--- src/hw/rtl/cht_pkg.sv ---
`timescale 1ns / 1ps

package cht_pkg;

   // command codes on req_command
   typedef enum logic [1:0] {
      CMD_APPEND = 2'd0,
      CMD_LOOKUP = 2'd1,
      CMD_INSERT = 2'd2,
      CMD_CLEAR  = 2'd3
   } cmd_type;

   // top level sequencer
   typedef enum logic [3:0] {
      S_CLEAR,
      S_IDLE,
      S_HASH,
      S_BKT,
      S_ENT,
      S_CMP,
      S_INS_PAIR,
      S_INS_REC,
      S_INS_LINK,
      S_DONE
   } state_type;

   localparam int POS_W    = 10;
   localparam int VAL_W    = 4;
   localparam int STATUS_W = 4;
   localparam int MOVE_W   = 11;
   localparam int WORD_W   = 64;
   localparam int MULT_W   = 10;
   localparam int STEP_W   = 4;
   localparam int PAIR_W   = POS_W + VAL_W;

   localparam logic [MULT_W-1:0] HASH_MULT_RESET = 10'd31;
   localparam logic [MOVE_W-1:0] MOVE_NONE       = 11'h7FF;

endpackage

--- src/hw/rtl/cht_hash_unit.sv ---
`timescale 1ns / 1ps

// bit-serial modular multiply-add: h = (R*h + x) mod BUCKETS, run twice per pair
module cht_hash_unit #(
   parameter int BUCKETS = 1024
) (
   input  logic                                clock,
   input  logic                                reset,
   input  logic                                start,
   input  logic [cht_pkg::MULT_W-1:0]          mult,
   input  logic [$clog2(BUCKETS)-1:0]          h_in,
   input  logic [cht_pkg::POS_W-1:0]           pos,
   input  logic [cht_pkg::VAL_W-1:0]           val,
   output logic                                done,
   output logic [$clog2(BUCKETS)-1:0]          h_out
);

   localparam int HW = $clog2(BUCKETS);
   localparam logic [HW+1:0] B1 = (HW+2)'(BUCKETS);
   localparam logic [HW+1:0] B2 = (HW+2)'(2 * BUCKETS);
   localparam logic [cht_pkg::STEP_W-1:0] TOP_STEP = cht_pkg::STEP_W'(cht_pkg::MULT_W - 1);

   logic                          run_ff, run_in;
   logic                          phase_ff, phase_in;
   logic [cht_pkg::STEP_W-1:0]    step_ff, step_in;
   logic [HW-1:0]                 acc_ff, acc_in;
   logic [HW-1:0]                 base_ff, base_in;
   logic [cht_pkg::POS_W-1:0]     x_ff, x_in;
   logic [cht_pkg::MULT_W-1:0]    mult_ff, mult_in;
   logic [cht_pkg::VAL_W-1:0]     val_ff, val_in;

   logic [HW+1:0] sum;
   logic [HW+1:0] red;

   always_comb begin
      sum = {1'b0, acc_ff, 1'b0}
          + (mult_ff[step_ff] ? {2'b00, base_ff} : '0)
          + (HW+2)'(x_ff[step_ff]);
      priority if (sum >= B2) begin
         red = sum - B2;
      end else if (sum >= B1) begin
         red = sum - B1;
      end else begin
         red = sum;
      end
   end

   assign h_out = red[HW-1:0];
   assign done  = run_ff && phase_ff && (step_ff == '0);

   always_comb begin
      run_in   = run_ff;
      phase_in = phase_ff;
      step_in  = step_ff;
      acc_in   = acc_ff;
      base_in  = base_ff;
      x_in     = x_ff;
      mult_in  = mult_ff;
      val_in   = val_ff;
      if (start) begin
         run_in   = 1'b1;
         phase_in = 1'b0;
         step_in  = TOP_STEP;
         acc_in   = '0;
         base_in  = h_in;
         x_in     = pos;
         mult_in  = mult;
         val_in   = val;
      end else if (run_ff) begin
         acc_in = red[HW-1:0];
         if (step_ff == '0) begin
            if (!phase_ff) begin
               phase_in = 1'b1;
               step_in  = TOP_STEP;
               acc_in   = '0;
               base_in  = red[HW-1:0];
               x_in     = cht_pkg::POS_W'(val_ff);
            end else begin
               run_in = 1'b0;
            end
         end else begin
            step_in = step_ff - 1'b1;
         end
      end
   end

   always_ff @(posedge clock) begin
      if (reset) begin
         run_ff <= 1'b0;
      end else begin
         run_ff <= run_in;
      end
      phase_ff <= phase_in;
      step_ff  <= step_in;
      acc_ff   <= acc_in;
      base_ff  <= base_in;
      x_ff     <= x_in;
      mult_ff  <= mult_in;
      val_ff   <= val_in;
   end

endmodule

--- config.mk ---
export PLATFORM = sky130hd
export DESIGN_NAME = cht_hash_unit
export DESIGN_NICKNAME = d
export VERILOG_FILES = /design/src/hw/rtl/cht_pkg.sv /design/src/hw/rtl/cht_hash_unit.sv
export SDC_FILE = /design/constraint.sdc
export NUM_CORES = 1
export LEC_CHECK = 0
export BUFFER_PORTS_ARGS = -buffer_cell sky130_fd_sc_hd__buf_2
export CAP_MARGIN = 20
export CORE_MARGIN = 4
export CORE_UTILIZATION = 45
export DETAILED_ROUTE_END_ITERATION = 6
export PLACE_DENSITY = 0.79
export SETUP_SLACK_MARGIN = 0.5
export SYNTH_ARGS = -nofsm -noshare
export SYNTH_HDL_FRONTEND = slang
export SYNTH_SLANG_ARGS = --single-unit
--- constraint.sdc ---
create_clock -name clock -period 3.7 [get_ports clock]
set_clock_uncertainty 0.1 [all_clocks]
set_input_delay 0.74 -clock clock [delete_from_list [all_inputs] [get_ports clock]]
set_output_delay 0.74 -clock clock [all_outputs]
set_load 0.03 [all_outputs]
==> Yosys cells after proc, flatten, opt, wreduce, memory -nomap -nowiden <==
Cells that the tools add are included.
{ "op_classes": {"n_addsub": 5, "multipliers": 0, "div": 0, "order_cmp": 3, "eq_ne": 2, "n_shift": 0, "mux": 23, "bitwise": 0, "reduce_logical": 8} }
{ "op_table": {"columns": ["operator", "n"], "rows": [
  ["2-to-1 mux 10 bit", 13],
  ["subtractor 10 x 1 -> 10 bit (second input constant)", 2],
  ["adder 11 x 10 -> 12 bit", 1],
  ["adder 12 x 1 -> 12 bit", 1],
  [">= comparator 12 x 11 -> 1 bit (second input constant)", 1],
  [">= comparator 12 bit (second input constant)", 1],
  ["binary-select mux 1 bit (select 4 bit)", 2],
  ["2-to-1 mux 4 bit", 2],
  ["2-to-1 mux 1 bit", 6],
  ["< comparator 4 x 5 -> 1 bit (second input constant)", 1],
  ["zero test 4 bit", 1],
  ["inequality test 2 bit (second input constant)", 2],
  ["AND reduction 2 bit", 2],
  ["nonzero test 2 bit", 2],
  ["subtractor 4 x 1 -> 4 bit (second input constant)", 1],
  ["AND reduction 3 bit", 1],
  ["logical AND 1 bit", 2]
]} }
{ "totals": {"regBits": 50, "latchBits": 0, "mem_bits_rw": 0, "mem_bits_ro": 0, "inputBits": 37, "elab_cells": 49, "mem_count": 0} }

==> Depth between registers and ports, before layout <==
Gate-level depths: netlist (run 1).
{ "depth": {"word_depth": 12, "mapped_depth": 14} }

==> Least setup slack after synthesis (run 1) <==
OpenSTA, ideal clock, no wires.
{ "synth_path": {"path_type": "flip-flop to output port", "start": "reg step_ff[0] (netlist name)", "end": "out h_out[8]", "arrival_time_ns": 3.037, "slack_ns": -0.177, "stages_incl_launch_ff": 14, "n_path_buf": 1, "cell_sequence": "dfxtp_1 buf_6 mux4_2 a22oi_4 o31ai_4 and2_2 ha_1 inv_1 fa_1 nor2b_1 o21ai_0 a21boi_1 or4_1 nand3_1"} }
{ "synth_via": {"elab_chain_len": 8} }
{ "synth_rtl": {"columns": ["item", "line", "source"], "rows": [
  ["start, declared", "cht_hash_unit.sv:25", "logic [cht_pkg::STEP_W-1:0] step_ff, step_in;"],
  ["start signal, assigned", "cht_hash_unit.sv:94", "step_ff <= step_in;"],
  ["binary-select mux 1 bit (select 4 bit)", "cht_hash_unit.sv:37", "+ (mult_ff[step_ff] ? {2'b00, base_ff} : '0)"],
  ["2-to-1 mux 1 bit (implied by the code)", "cht_hash_unit.sv:37", null],
  ["2-to-1 mux 10 bit", "cht_hash_unit.sv:37", null],
  ["adder 11 x 10 -> 12 bit", "cht_hash_unit.sv:37", null],
  ["adder 12 x 1 -> 12 bit *", "cht_hash_unit.sv:38", "+ (HW+2)'(x_ff[step_ff]);"],
  ["subtractor 10 x 1 -> 10 bit or >= comparator 12 x 11 -> 1 bit (tied branches)", "cht_hash_unit.sv:40, cht_hash_unit.sv:42, cht_hash_unit.sv:41", null],
  ["2-to-1 mux 10 bit", "cht_hash_unit.sv:41", "end else if (sum >= B1) begin"],
  ["2-to-1 mux 10 bit *", "cht_hash_unit.sv:39", "priority if (sum >= B2) begin"],
  ["end, declared", "cht_hash_unit.sv:15", "output logic [$clog2(BUCKETS)-1:0] h_out"]
]} }
Every way passes the cells marked *; elsewhere a longest branch is shown, timed or not. The select of a mux whose other input is x is not followed.

==> Worst setup path in the final report (run 1) <==
Ends and elaborated chain as after synthesis.

==> flow_summary.toml, run 1 <==
[outcome]
status = "finished with violations"
violations = "setup timing"

[critical_path]
startpoint = "step_ff[0]"
critPathCaptureType = "primary output"
critPathSlowestCell = "mux4_2"
crit_chain = "mux4_2, a22oi_4, o31ai_4, and2_4, ha_4, inv_2, fa_2, nor2b_2, o21ai_2, a21boi_2, or4_4, nand3_4, buf_6"
critPathRequiredTime_ns = 2.86
crit_fanout = 5
slowest_delay_ns = 0.53
worst-path-buf-inv = 2
critPathLaunchType = "register"
crit_type = "reg -> out"
arrival_ns = 3.09
path_delay_family = "simple AND/OR/NAND/NOR gates"
r2r-start = "step_ff[0]"

[die]
die_h_um = 82.3
die_width_um = 82.3
core_um2 = 5240
num_rows = 26
boundaryPins = 48
dieArea_um2 = 6770
initial_core_util = 0.474

[sta]
fin_hold_ws_ns = 0.422
rsz0062_at_grt = "yes"
fin_crit_ns = 3.93
worstMarginPinSlew_ns = 0.885
setup_viol = 6
worst_slack_ns = -0.234
slew_viol_final = 0
max_freq_ghz = 0.254
period_share = 1.06
relSlewSlack = 0.408
final_hold_viol_count = 0

[clock_network]
clk_latency_ns = 0.31
cts_tree = "yes"
cts-hold-fix-buffers = 0
cts_sinks = 49
cts_buffers = 5
cts-htree-levels = 2
cts.path.max_buffers = 2
cts-root-buf = "clkbuf_8"
clk_pin_slew_worst_paths_ns = 0.09

[synthesis]
synth_seq_area_share = 0.533
synth_top_flop_cell = "edfxtp_1"
synth_edf_count = 34
syn-num-nets = 256
synth_area_um2 = 2480
ys_seq_elements = 49
syn_inst = 209
syn_avg_cell_area_um2 = 11.9
synth.distinct_cells = 49
ys_async_sr_fraction = 0
ys_warn_count = 0

[power_and_ir_drop]
power_w = 0.00162
p_per_area_nw_per_um2 = 464
p_leak_nw = 1.46
ir_drop_v = 0.000280

[cells_and_area]
drive_above_1_share = 0.519
n_fill_cell = 386
final_cell_mix = "buf_2 (38), edfxtp_1 (34), buf_4 (27), dfxtp_1 (13), buf_6 (13)"
final_common_cell = "buf_2"
post-route-util = 0.664
diodes = 0
multi_input_area_um2 = 1370
synthToLayoutAreaGrowth_pct = 40.2
final_net_count = 335
finalNonFillerCells = 359
ff_latch_area_um2 = 1330

[grt]
grt_pass1_wl_um = 8760
antenna_found_initial = 0
track_usage = 0.175
grt_pass1_vias = 1878
grt_max_degree = 29
overflow = 0

[placed_design]
dp_hpwl_um = 3870
place.port_buffers = 47
gp_congestion = 0.778
place_inst = 338

[drt]
routed_wl_um = 5620
viasPerCell = 5.35
ant_nets = 0
num_vias = 1921
avgRoutedWirePerCell_um = 15.6
firstDrtPassIters = 4
route.detailed.drc = 0
drt_iter0_drc = 106

[worst_hold_path]
worstHoldStart = "acc_ff[2]"
hp-class = "reg -> reg"

[job]
maxCapViolations = 0
==> path summary, 6_finish.rpt <==
path / slack [ns] / cells after the start / end
min: 0.42 / 2 / acc_ff[2]
max reg2reg: 0.33 / 13 / base_ff[7]
min reg2reg: 0.42 / 2 / acc_ff[2]
max: -0.23 / 13 / h_out[8]
==> worst register-to-register path, stage by stage, from the launching register on <==
cell and delay (ns):
dfxtp_4 0.39, mux4_2 0.53, a22oi_4 0.19, o31ai_4 0.13, and2_2 0.24, ha_4 0.27, buf_4 0.12, nand4b_1 0.20
a21boi_2 0.22, o22ai_4 0.11, xnor2_4 0.14, buf_4 0.13, buf_4 0.12, mux2_2 0.24
==> cell type report <==
cell class              instances  area share
clock inverters                 3      0.0137
clock buffers                   5      0.0198
multi-input cells             142       0.392
repair buffers                 78       0.155
inverters                      12      0.0129
well taps                      70      0.0252
flip-flops and latches         49       0.381
==> synth_stat cells (all sizes together) (2+ instances only) <==
| cell type | instances | share of area |
|---|---|---|
| mux2 | 9 | 0.041 |
| nand2b | 4 | 0.010 |
| nor2b | 4 | 0.010 |
| dfxtp | 15 | 0.12 |
| xor2 | 2 | 0.0071 |
| and2 | 14 | 0.038 |
| o21ai | 11 | 0.022 |
| ha | 9 | 0.045 |
| a21o | 2 | 0.0060 |
| nor3 | 3 | 0.0060 |
| clkbuf | 3 | 0.0045 |
| nand2 | 16 | 0.025 |
| nor4 | 2 | 0.0050 |
| mux4 | 4 | 0.039 |
| mux2i | 4 | 0.016 |
| o31ai | 3 | 0.015 |
| a22o | 5 | 0.018 |
| a21boi | 2 | 0.0061 |
| nand3 | 2 | 0.0040 |
| inv | 12 | 0.018 |
| a21oi | 12 | 0.024 |
| buf | 3 | 0.0081 |
| xnor2 | 2 | 0.0071 |
| edfxtp | 34 | 0.41 |
| nor2 | 15 | 0.023 |
==> kinds of logic (layout without fill, tap and decap cells) <==
kind of cell,Yosys count,in the layout,share of synthesized area
fa+ha+maj,10,10,0.0535
mux,17,17,0.0963
buf+inv,18,98,0.0308
xor+xnor,5,5,0.0232
simple gates,67,67,0.142
compound gates,43,43,0.122
flops,49,49,0.533
==> per-layer routing <==
layer / track usage / share of wire / vias to the layer above
met3: 0.0466 / 0.054 / 12
met5: 0 / 0 / -
met2: 0.284 / 0.49 / 63
met4: 0.0498 / 0.020 / 0
li1: - / - / 920
met1: 0.229 / 0.43 / 926
==> sequential cells by signal, summed over array words and instances (netlist names) <==
register / cells
acc_ff: 9
base_ff: 10
mult_ff: 10
phase_ff: 1
run_ff: 1
step_ff: 4
val_ff: 4
x_ff: 10
==> per-stage QoR <==
stage	worst slack, ns	cell area (um2)	TNS [ns]
3_3_place_gp	0.0193	3040	0
2_1_floorplan	0.118	2610	0
6_report	-0.234	3480	-1.04
3_5_place_dp	-0.0413	3040	-0.0456
5_1_grt	-0.351	3480	-1.82
4_1_cts	-0.266	3330	-1.18
==> repair_timing <==
action / 4_1_cts / 5_1_grt
gates resized for setup: 31 / 25
endpoints found under the setup margin: 13 / 17
pin swaps: 13 / 9
buffers inserted: 7 / 6
==> power by group <==
part / internal, W / total (W) / switching, W
Sequential: 0.000642 / 0.000669 / 0.0000276
Clock: 0.000206 / 0.000395 / 0.000188
Combinational: 0.000283 / 0.000552 / 0.000269
Total: 0.00113 / 0.00162 / 0.000485
(Power assumes the default switching activity.)
==> run 2: changes to the inputs <==
CORE_UTILIZATION = 49   (was 45)
PLACE_DENSITY = 0.84   (was 0.79)
==> run 2 against run 1 <==
Against the previous run:
- the run still ends with setup timing left
- worst setup slack worse by 0.14 ns
- utilization up 7.4 points
- cell count up 0.56%
- combinational power up 8.0%
- count of clock-buffer cells in the layout unchanged
- maximum frequency down 3.6%
- register-to-register slack worse by 0.21 ns
- non-clock buffer count up 5
- sequential cell count unchanged
- largest power group unchanged
- clock power up 2%
- hold slack worse by 0.017 ns
- design area up 2.2%
- critical endpoint unchanged
- highest routed layer unchanged
==> flow_summary.toml, run 2 (same netlist as run 1, synthesis figures left out) <==
[placed_design]
placed_cell_area_um2 = 3070
place_inst = 339
dp_hpwl_um = 3640
gp_congestion = 0.790
place.port_buffers = 47

[grt]
grt_pass1_vias = 1846
grt_pass1_wl_um = 8900
overflow = 0
grt_max_degree = 49
track_usage = 0.186
antenna_found_initial = 0

[worst_hold_path]
hp-class = "reg -> reg"

[critical_path]
arrival_ns = 3.24
critPathLaunchType = "register"
path_common_cell = "buf_6"
critPathRequiredTime_ns = 2.86
critPathCaptureType = "primary output"
crit_chain = "buf_6, buf_6, mux4_1, mux2i_1, o21ai_1, ha_4, inv_2, fa_2, nor2b_2, o21ai_2, a21boi_4, or4_4, nand3_4, buf_6"
slowest_delay_ns = 0.56
critPathSlowestCell = "mux4_1"
crit_fanout = 5
crit_type = "reg -> out"

[cells_and_area]
diodes = 0
final_cell_mix = "buf_2 (38), edfxtp_1 (34), buf_4 (30), buf_6 (15), dfxtp_1 (14)"
final_net_count = 340
synthToLayoutAreaGrowth_pct = 43.3
post-route-util = 0.738
drive_above_1_share = 0.527
top_regs = "base_ff x10, mult_ff x10, x_ff x10"
design_area_um2 = 3550
final_common_cell = "buf_2"
finalNonFillerCells = 361

[sta]
max_freq_ghz = 0.245
final_hold_viol_count = 0
worstMarginPinSlew_ns = 0.970
setup_viol = 6
rsz0062_at_grt = "yes"
period_share = 1.10
worst_slack_ns = -0.378
setup_tns_ns = -1.74
fin_crit_ns = 4.08
relSlewSlack = 0.352
slew_viol_final = 0

[drt]
viasPerCell = 5.41
firstDrtPassIters = 4
avgRoutedWirePerCell_um = 16.6
ant_nets = 0
num_vias = 1953
drt_iter0_drc = 117
routed_wl_um = 5980
route.detailed.drc = 0

[clock_network]
clk_pin_slew_worst_paths_ns = 0.09
cts-root-buf = "clkbuf_8"
cts_buffers = 5
cts_sinks = 49
cts-htree-levels = 2
cts.path.max_buffers = 2
cts_tree = "yes"
cts-hold-fix-buffers = 0
clk_latency_ns = 0.31

[outcome]
violations = "setup timing"
status = "finished with violations"

[die]
num_rows = 25
initial_core_util = 0.515
core_um2 = 4820
die_width_um = 79.2
dieArea_um2 = 6270
boundaryPins = 48
die_h_um = 79.2

[power_and_ir_drop]
p_leak_nw = 1.49
p_per_area_nw_per_um2 = 469
power_w = 0.00167
ir_drop_v = 0.000266

[job]
maxCapViolations = 0
## run 2: cell types whose count changed in the layout (fill, tap and decap cells not counted), sizes merged
cell,delta
buf,+5
inv,-1
clkinvlp,+1
## run 2: final cells by class
cell class | count | area, um2
timing repair buffer | 83 | 584
inverter | 12 | 48.8
clock buffer | 5 | 68.8
fill | 320 | 1260
clock inverter | 3 | 47.5
tap | 67 | 83.8
sequential | 49 | 1330
multi-input combinational | 142 | 1400
## run 2: repair_timing
| item | 4_1_cts | 5_1_grt |
|---|---|---|
| gates resized for setup | 27 | 36 |
| endpoints found under the setup margin | 13 | 17 |
| pin swaps | 15 | 9 |
| setup buffers | 5 | 9 |
## run 2: final timing paths
path	start	endpoint	slack [ns]	depth (start not counted)
max	step_ff[0]	h_out[8]	-0.38	14
max reg2reg	step_ff[0]	base_ff[8]	0.12	16
min	acc_ff[8]	acc_ff[8]	0.40	1
min reg2reg	acc_ff[8]	acc_ff[8]	0.40	1
## run 2: critical path, delay by kind of cell (launching register included)
kind | cells | cell delay [ns]
buffers and inverters | 4 | 0.38
adder cells (fa/ha/maj) | 2 | 0.41
multiplexers | 2 | 0.75
flip-flops | 1 | 0.38
AO/OA/AOI/OAI | 3 | 0.43
AND/OR/NAND/NOR | 3 | 0.57
## run 2: metal layers
metal | global-route usage | up-vias | wire [um]
met5 | 0 | - | 0
met4 | 0.0636 | 0 | 125
met3 | 0.0510 | 15 | 455
met2 | 0.304 | 78 | 3000
met1 | 0.239 | 930 | 2400
li1 | - | 930 | -
## run 2: where the power goes
| part | total (W) | internal [W] | leakage, nW | switching (W) |
|---|---|---|---|---|
| sequential | 0.000670 | 0.000642 | 0.460 | 0.0000279 |
| combinational | 0.000596 | 0.000307 | 0.970 | 0.000289 |
| clock | 0.000402 | 0.000206 | 0.0591 | 0.000196 |
| total | 0.00167 | 0.00115 | 1.49 | 0.000513 |
## run 2: metrics by stage
stage | setup WS [ns] | hold WS [ns]
finish | -0.378 | 0.404
global route | -0.542 | 0.433
CTS | -0.302 | 0.396
detailed placement | -0.0596 | 0.371
global placement | 0.0405 | 0.365
floorplan | 0.118 | 0.332
==> run 3: changes to the inputs <==
ABC_AREA = 1   (was not set)
CORE_UTILIZATION = 50   (was 49)
PLACE_DENSITY = 0.85   (was 0.84)
==> run 3 against run 2 <==
Against the previous run:
- the run still ends with setup timing left
- die area up 0.33%
- synthesized area up 2.4%
- first-iteration DRC count up 85%
- largest cell class is now flip-flops and latches
- largest power group unchanged
- highest routed layer unchanged
==> flow_summary.toml, run 3 <==
[clock_network]
clk_latency_ns = 0.30
cts.path.max_buffers = 2
clk_pin_slew_worst_paths_ns = 0.09
cts_tree = "yes"
cts_sinks = 49
cts-root-buf = "clkbuf_8"
cts-hold-fix-buffers = 0
cts-htree-levels = 2
cts_buffers = 5

[grt]
antenna_found_initial = 0
grt_max_degree = 38
overflow = 0
track_usage = 0.195
grt_pass1_wl_um = 9470
grt_pass1_vias = 2127

[synthesis]
syn_avg_cell_area_um2 = 8.82
ys_async_sr_fraction = 0
synth_top_area_cell = "edfxtp_1"
ys_seq_elements = 49
synth_area_um2 = 2540
ys_warn_count = 0
synth_top_flop_cell = "edfxtp_1"
synth.most_common_cell = "nand2_1"
synthTopCellsByArea = "edfxtp_1 (40%), nand2_1 (15%), dfxtp_1 (12%)"
synth_seq_area_share = 0.520
synth_top_area_share = 0.402
synth_edf_count = 34
syn_inst = 288
synth.distinct_cells = 32
synth.top_cells.by_count = "nand2_1 (99), inv_1 (38), edfxtp_1 (34)"
syn-num-nets = 335

[critical_path]
critPathSlowestCell = "dfxtp_4"
slowest_delay_ns = 0.43
crit_end = "h_out[8]"
rrSetupSlack_ns = 0.78
r2r-start = "step_ff[0]"
crit_type = "reg -> out"
r2r_cells = 18
critPathRequiredTime_ns = 2.86
arrival_ns = 2.90
crit_chain = "buf_6, a21oi_2, a22oi_2, o21ai_1, a21oi_2, ha_2, inv_2, fa_2, nand3b_1, nand2_2, nand3_2, nand2_2, nand2_2, nand2_4, xor2_4, buf_6"
crit_fanout = 6
critPathCaptureType = "primary output"
path_common_cell = "nand2_2"
r2r_end = "base_ff[8]"
critPathLaunchType = "register"
startpoint = "step_ff[0]"

[cells_and_area]
diodes = 0
synthToLayoutAreaGrowth_pct = 32.0
final_cell_mix = "nand2_1 (89), buf_2 (38), edfxtp_1 (34), inv_1 (31), buf_4 (19)"
final_net_count = 400
final_common_cell = "nand2_1"
n_fill_cell = 323
drive_above_1_share = 0.370
design_area_um2 = 3350
top_regs = "base_ff x10, mult_ff x10, x_ff x10"
post-route-util = 0.696

[power_and_ir_drop]
p_leak_nw = 1.61
ir_drop_v = 0.000253
p_per_area_nw_per_um2 = 420

[outcome]
violations = "setup timing"
status = "finished with violations"

[sta]
worst_slack_ns = -0.0370
slew_viol_final = 0
max_freq_ghz = 0.268
rsz0062_at_grt = "yes"
relSlewSlack = 0.391
period_share = 1.01
final_hold_viol_count = 0
worstMarginPinSlew_ns = 0.907
fin_crit_ns = 3.74
setup_viol = 2

[drt]
viasPerCell = 5.41
drt_iter0_drc = 217
route.detailed.drc = 0
firstDrtPassIters = 5
num_vias = 2277
routed_wl_um = 7090
ant_nets = 0
avgRoutedWirePerCell_um = 16.8

[die]
core_um2 = 4820
initial_core_util = 0.528
dieArea_um2 = 6290
die_width_um = 79.3
die_h_um = 79.3
boundaryPins = 48
num_rows = 25

[placed_design]
dp_hpwl_um = 3630
place.port_buffers = 47
placed_cell_area_um2 = 2860
place_ws_ns = 0.127
gp_congestion = 0.853

[worst_hold_path]
hp-class = "reg -> reg"

[job]
maxCapViolations = 0
[run 3: changes by cell type after synthesis, sizes merged, moves of 5 or more]
| cell | before | now |
|---|---|---|
| nand3 | 2 | 25 |
| and2 | 14 | 1 |
| nor2 | 15 | 5 |
| a22o | 5 | 0 |
| nand2 | 16 | 100 |
| mux2 | 9 | 0 |
| inv | 12 | 41 |
| o21ai | 11 | 16 |
[run 3: cell families after synthesis]
group,Yosys count,share of synthesized area
AOI/OAI and AO/OA,36,0.0807
xor gates and xnor gates,7,0.0241
adders and majority gates,10,0.0522
buffers and inverters,52,0.0916
DFF,49,0.520
and+or+nand+nor,134,0.231
[run 3: through the flow]
step           total power (W)  hold WS [ns]  std cells  TNS, ns
2_1_floorplan         0.000894         0.362        288        0
3_3_place_gp          0.000970         0.380        397        0
3_5_place_dp          0.000976         0.382        397        0
4_1_cts                0.00134         0.410        416        0
5_1_grt                0.00147         0.446        421   -0.237
6_report               0.00141         0.423        421  -0.0451
[run 3: power by group]
| group | leakage (nW) | internal (W) | switching (W) |
|---|---|---|---|
| Combinational | 1.10 | 0.000181 | 0.000260 |
| Clock | 0.0430 | 0.000128 | 0.000177 |
| Sequential | 0.462 | 0.000637 | 0.0000288 |
| Total | 1.61 | 0.000945 | 0.000465 |
[run 3: repair_timing]
item / 4_1_cts / 5_1_grt
buffers inserted: 11 / 5
gates resized for setup: 41 / 37
pin swaps: 10 / 11
setup endpoints to repair: 9 / 9
[run 3: worst max-delay path: cells and delay by family (launching register included)]
kind / cells / cell delay (ns)
DFF: 1 / 0.43
adders and majority gates: 2 / 0.55
and+or+nand+nor: 6 / 0.61
AOI/OAI and AO/OA: 4 / 0.49
xor gates and xnor gates: 1 / 0.17
buffers and inverters: 3 / 0.34
[run 3: routing by layer]
metal,track usage,up-vias,wire (um)
met5,0,-,0
met2,0.327,141,3590
met3,0.0465,21,530
li1,-,1061,-
met1,0.242,1054,2810
met4,0.0825,0,163
[run 3: worst min path at each step]
stage                    start          to  slack, ns  depth (start not counted)
floorplan            acc_ff[1]   acc_ff[1]       0.36                          2
global placement     acc_ff[6]   acc_ff[6]       0.38                          2
detailed placement   acc_ff[5]   acc_ff[5]       0.38                          2
CTS                 step_ff[2]  step_ff[2]       0.41                          2
global route         val_ff[3]     x_ff[3]       0.45                          2
finish               acc_ff[7]   acc_ff[7]       0.42                          2
[run 3: final cells by class]
type                       instances  area, um2  share of cell area
clock inverter                     3       12.5             0.00373
tap                               67       83.8              0.0250
inverter                          43        176              0.0526
sequential                        49       1330               0.396
clock buffer                       5       68.8              0.0205
multi-input combinational        187       1240               0.369
timing repair buffer              67        445               0.133
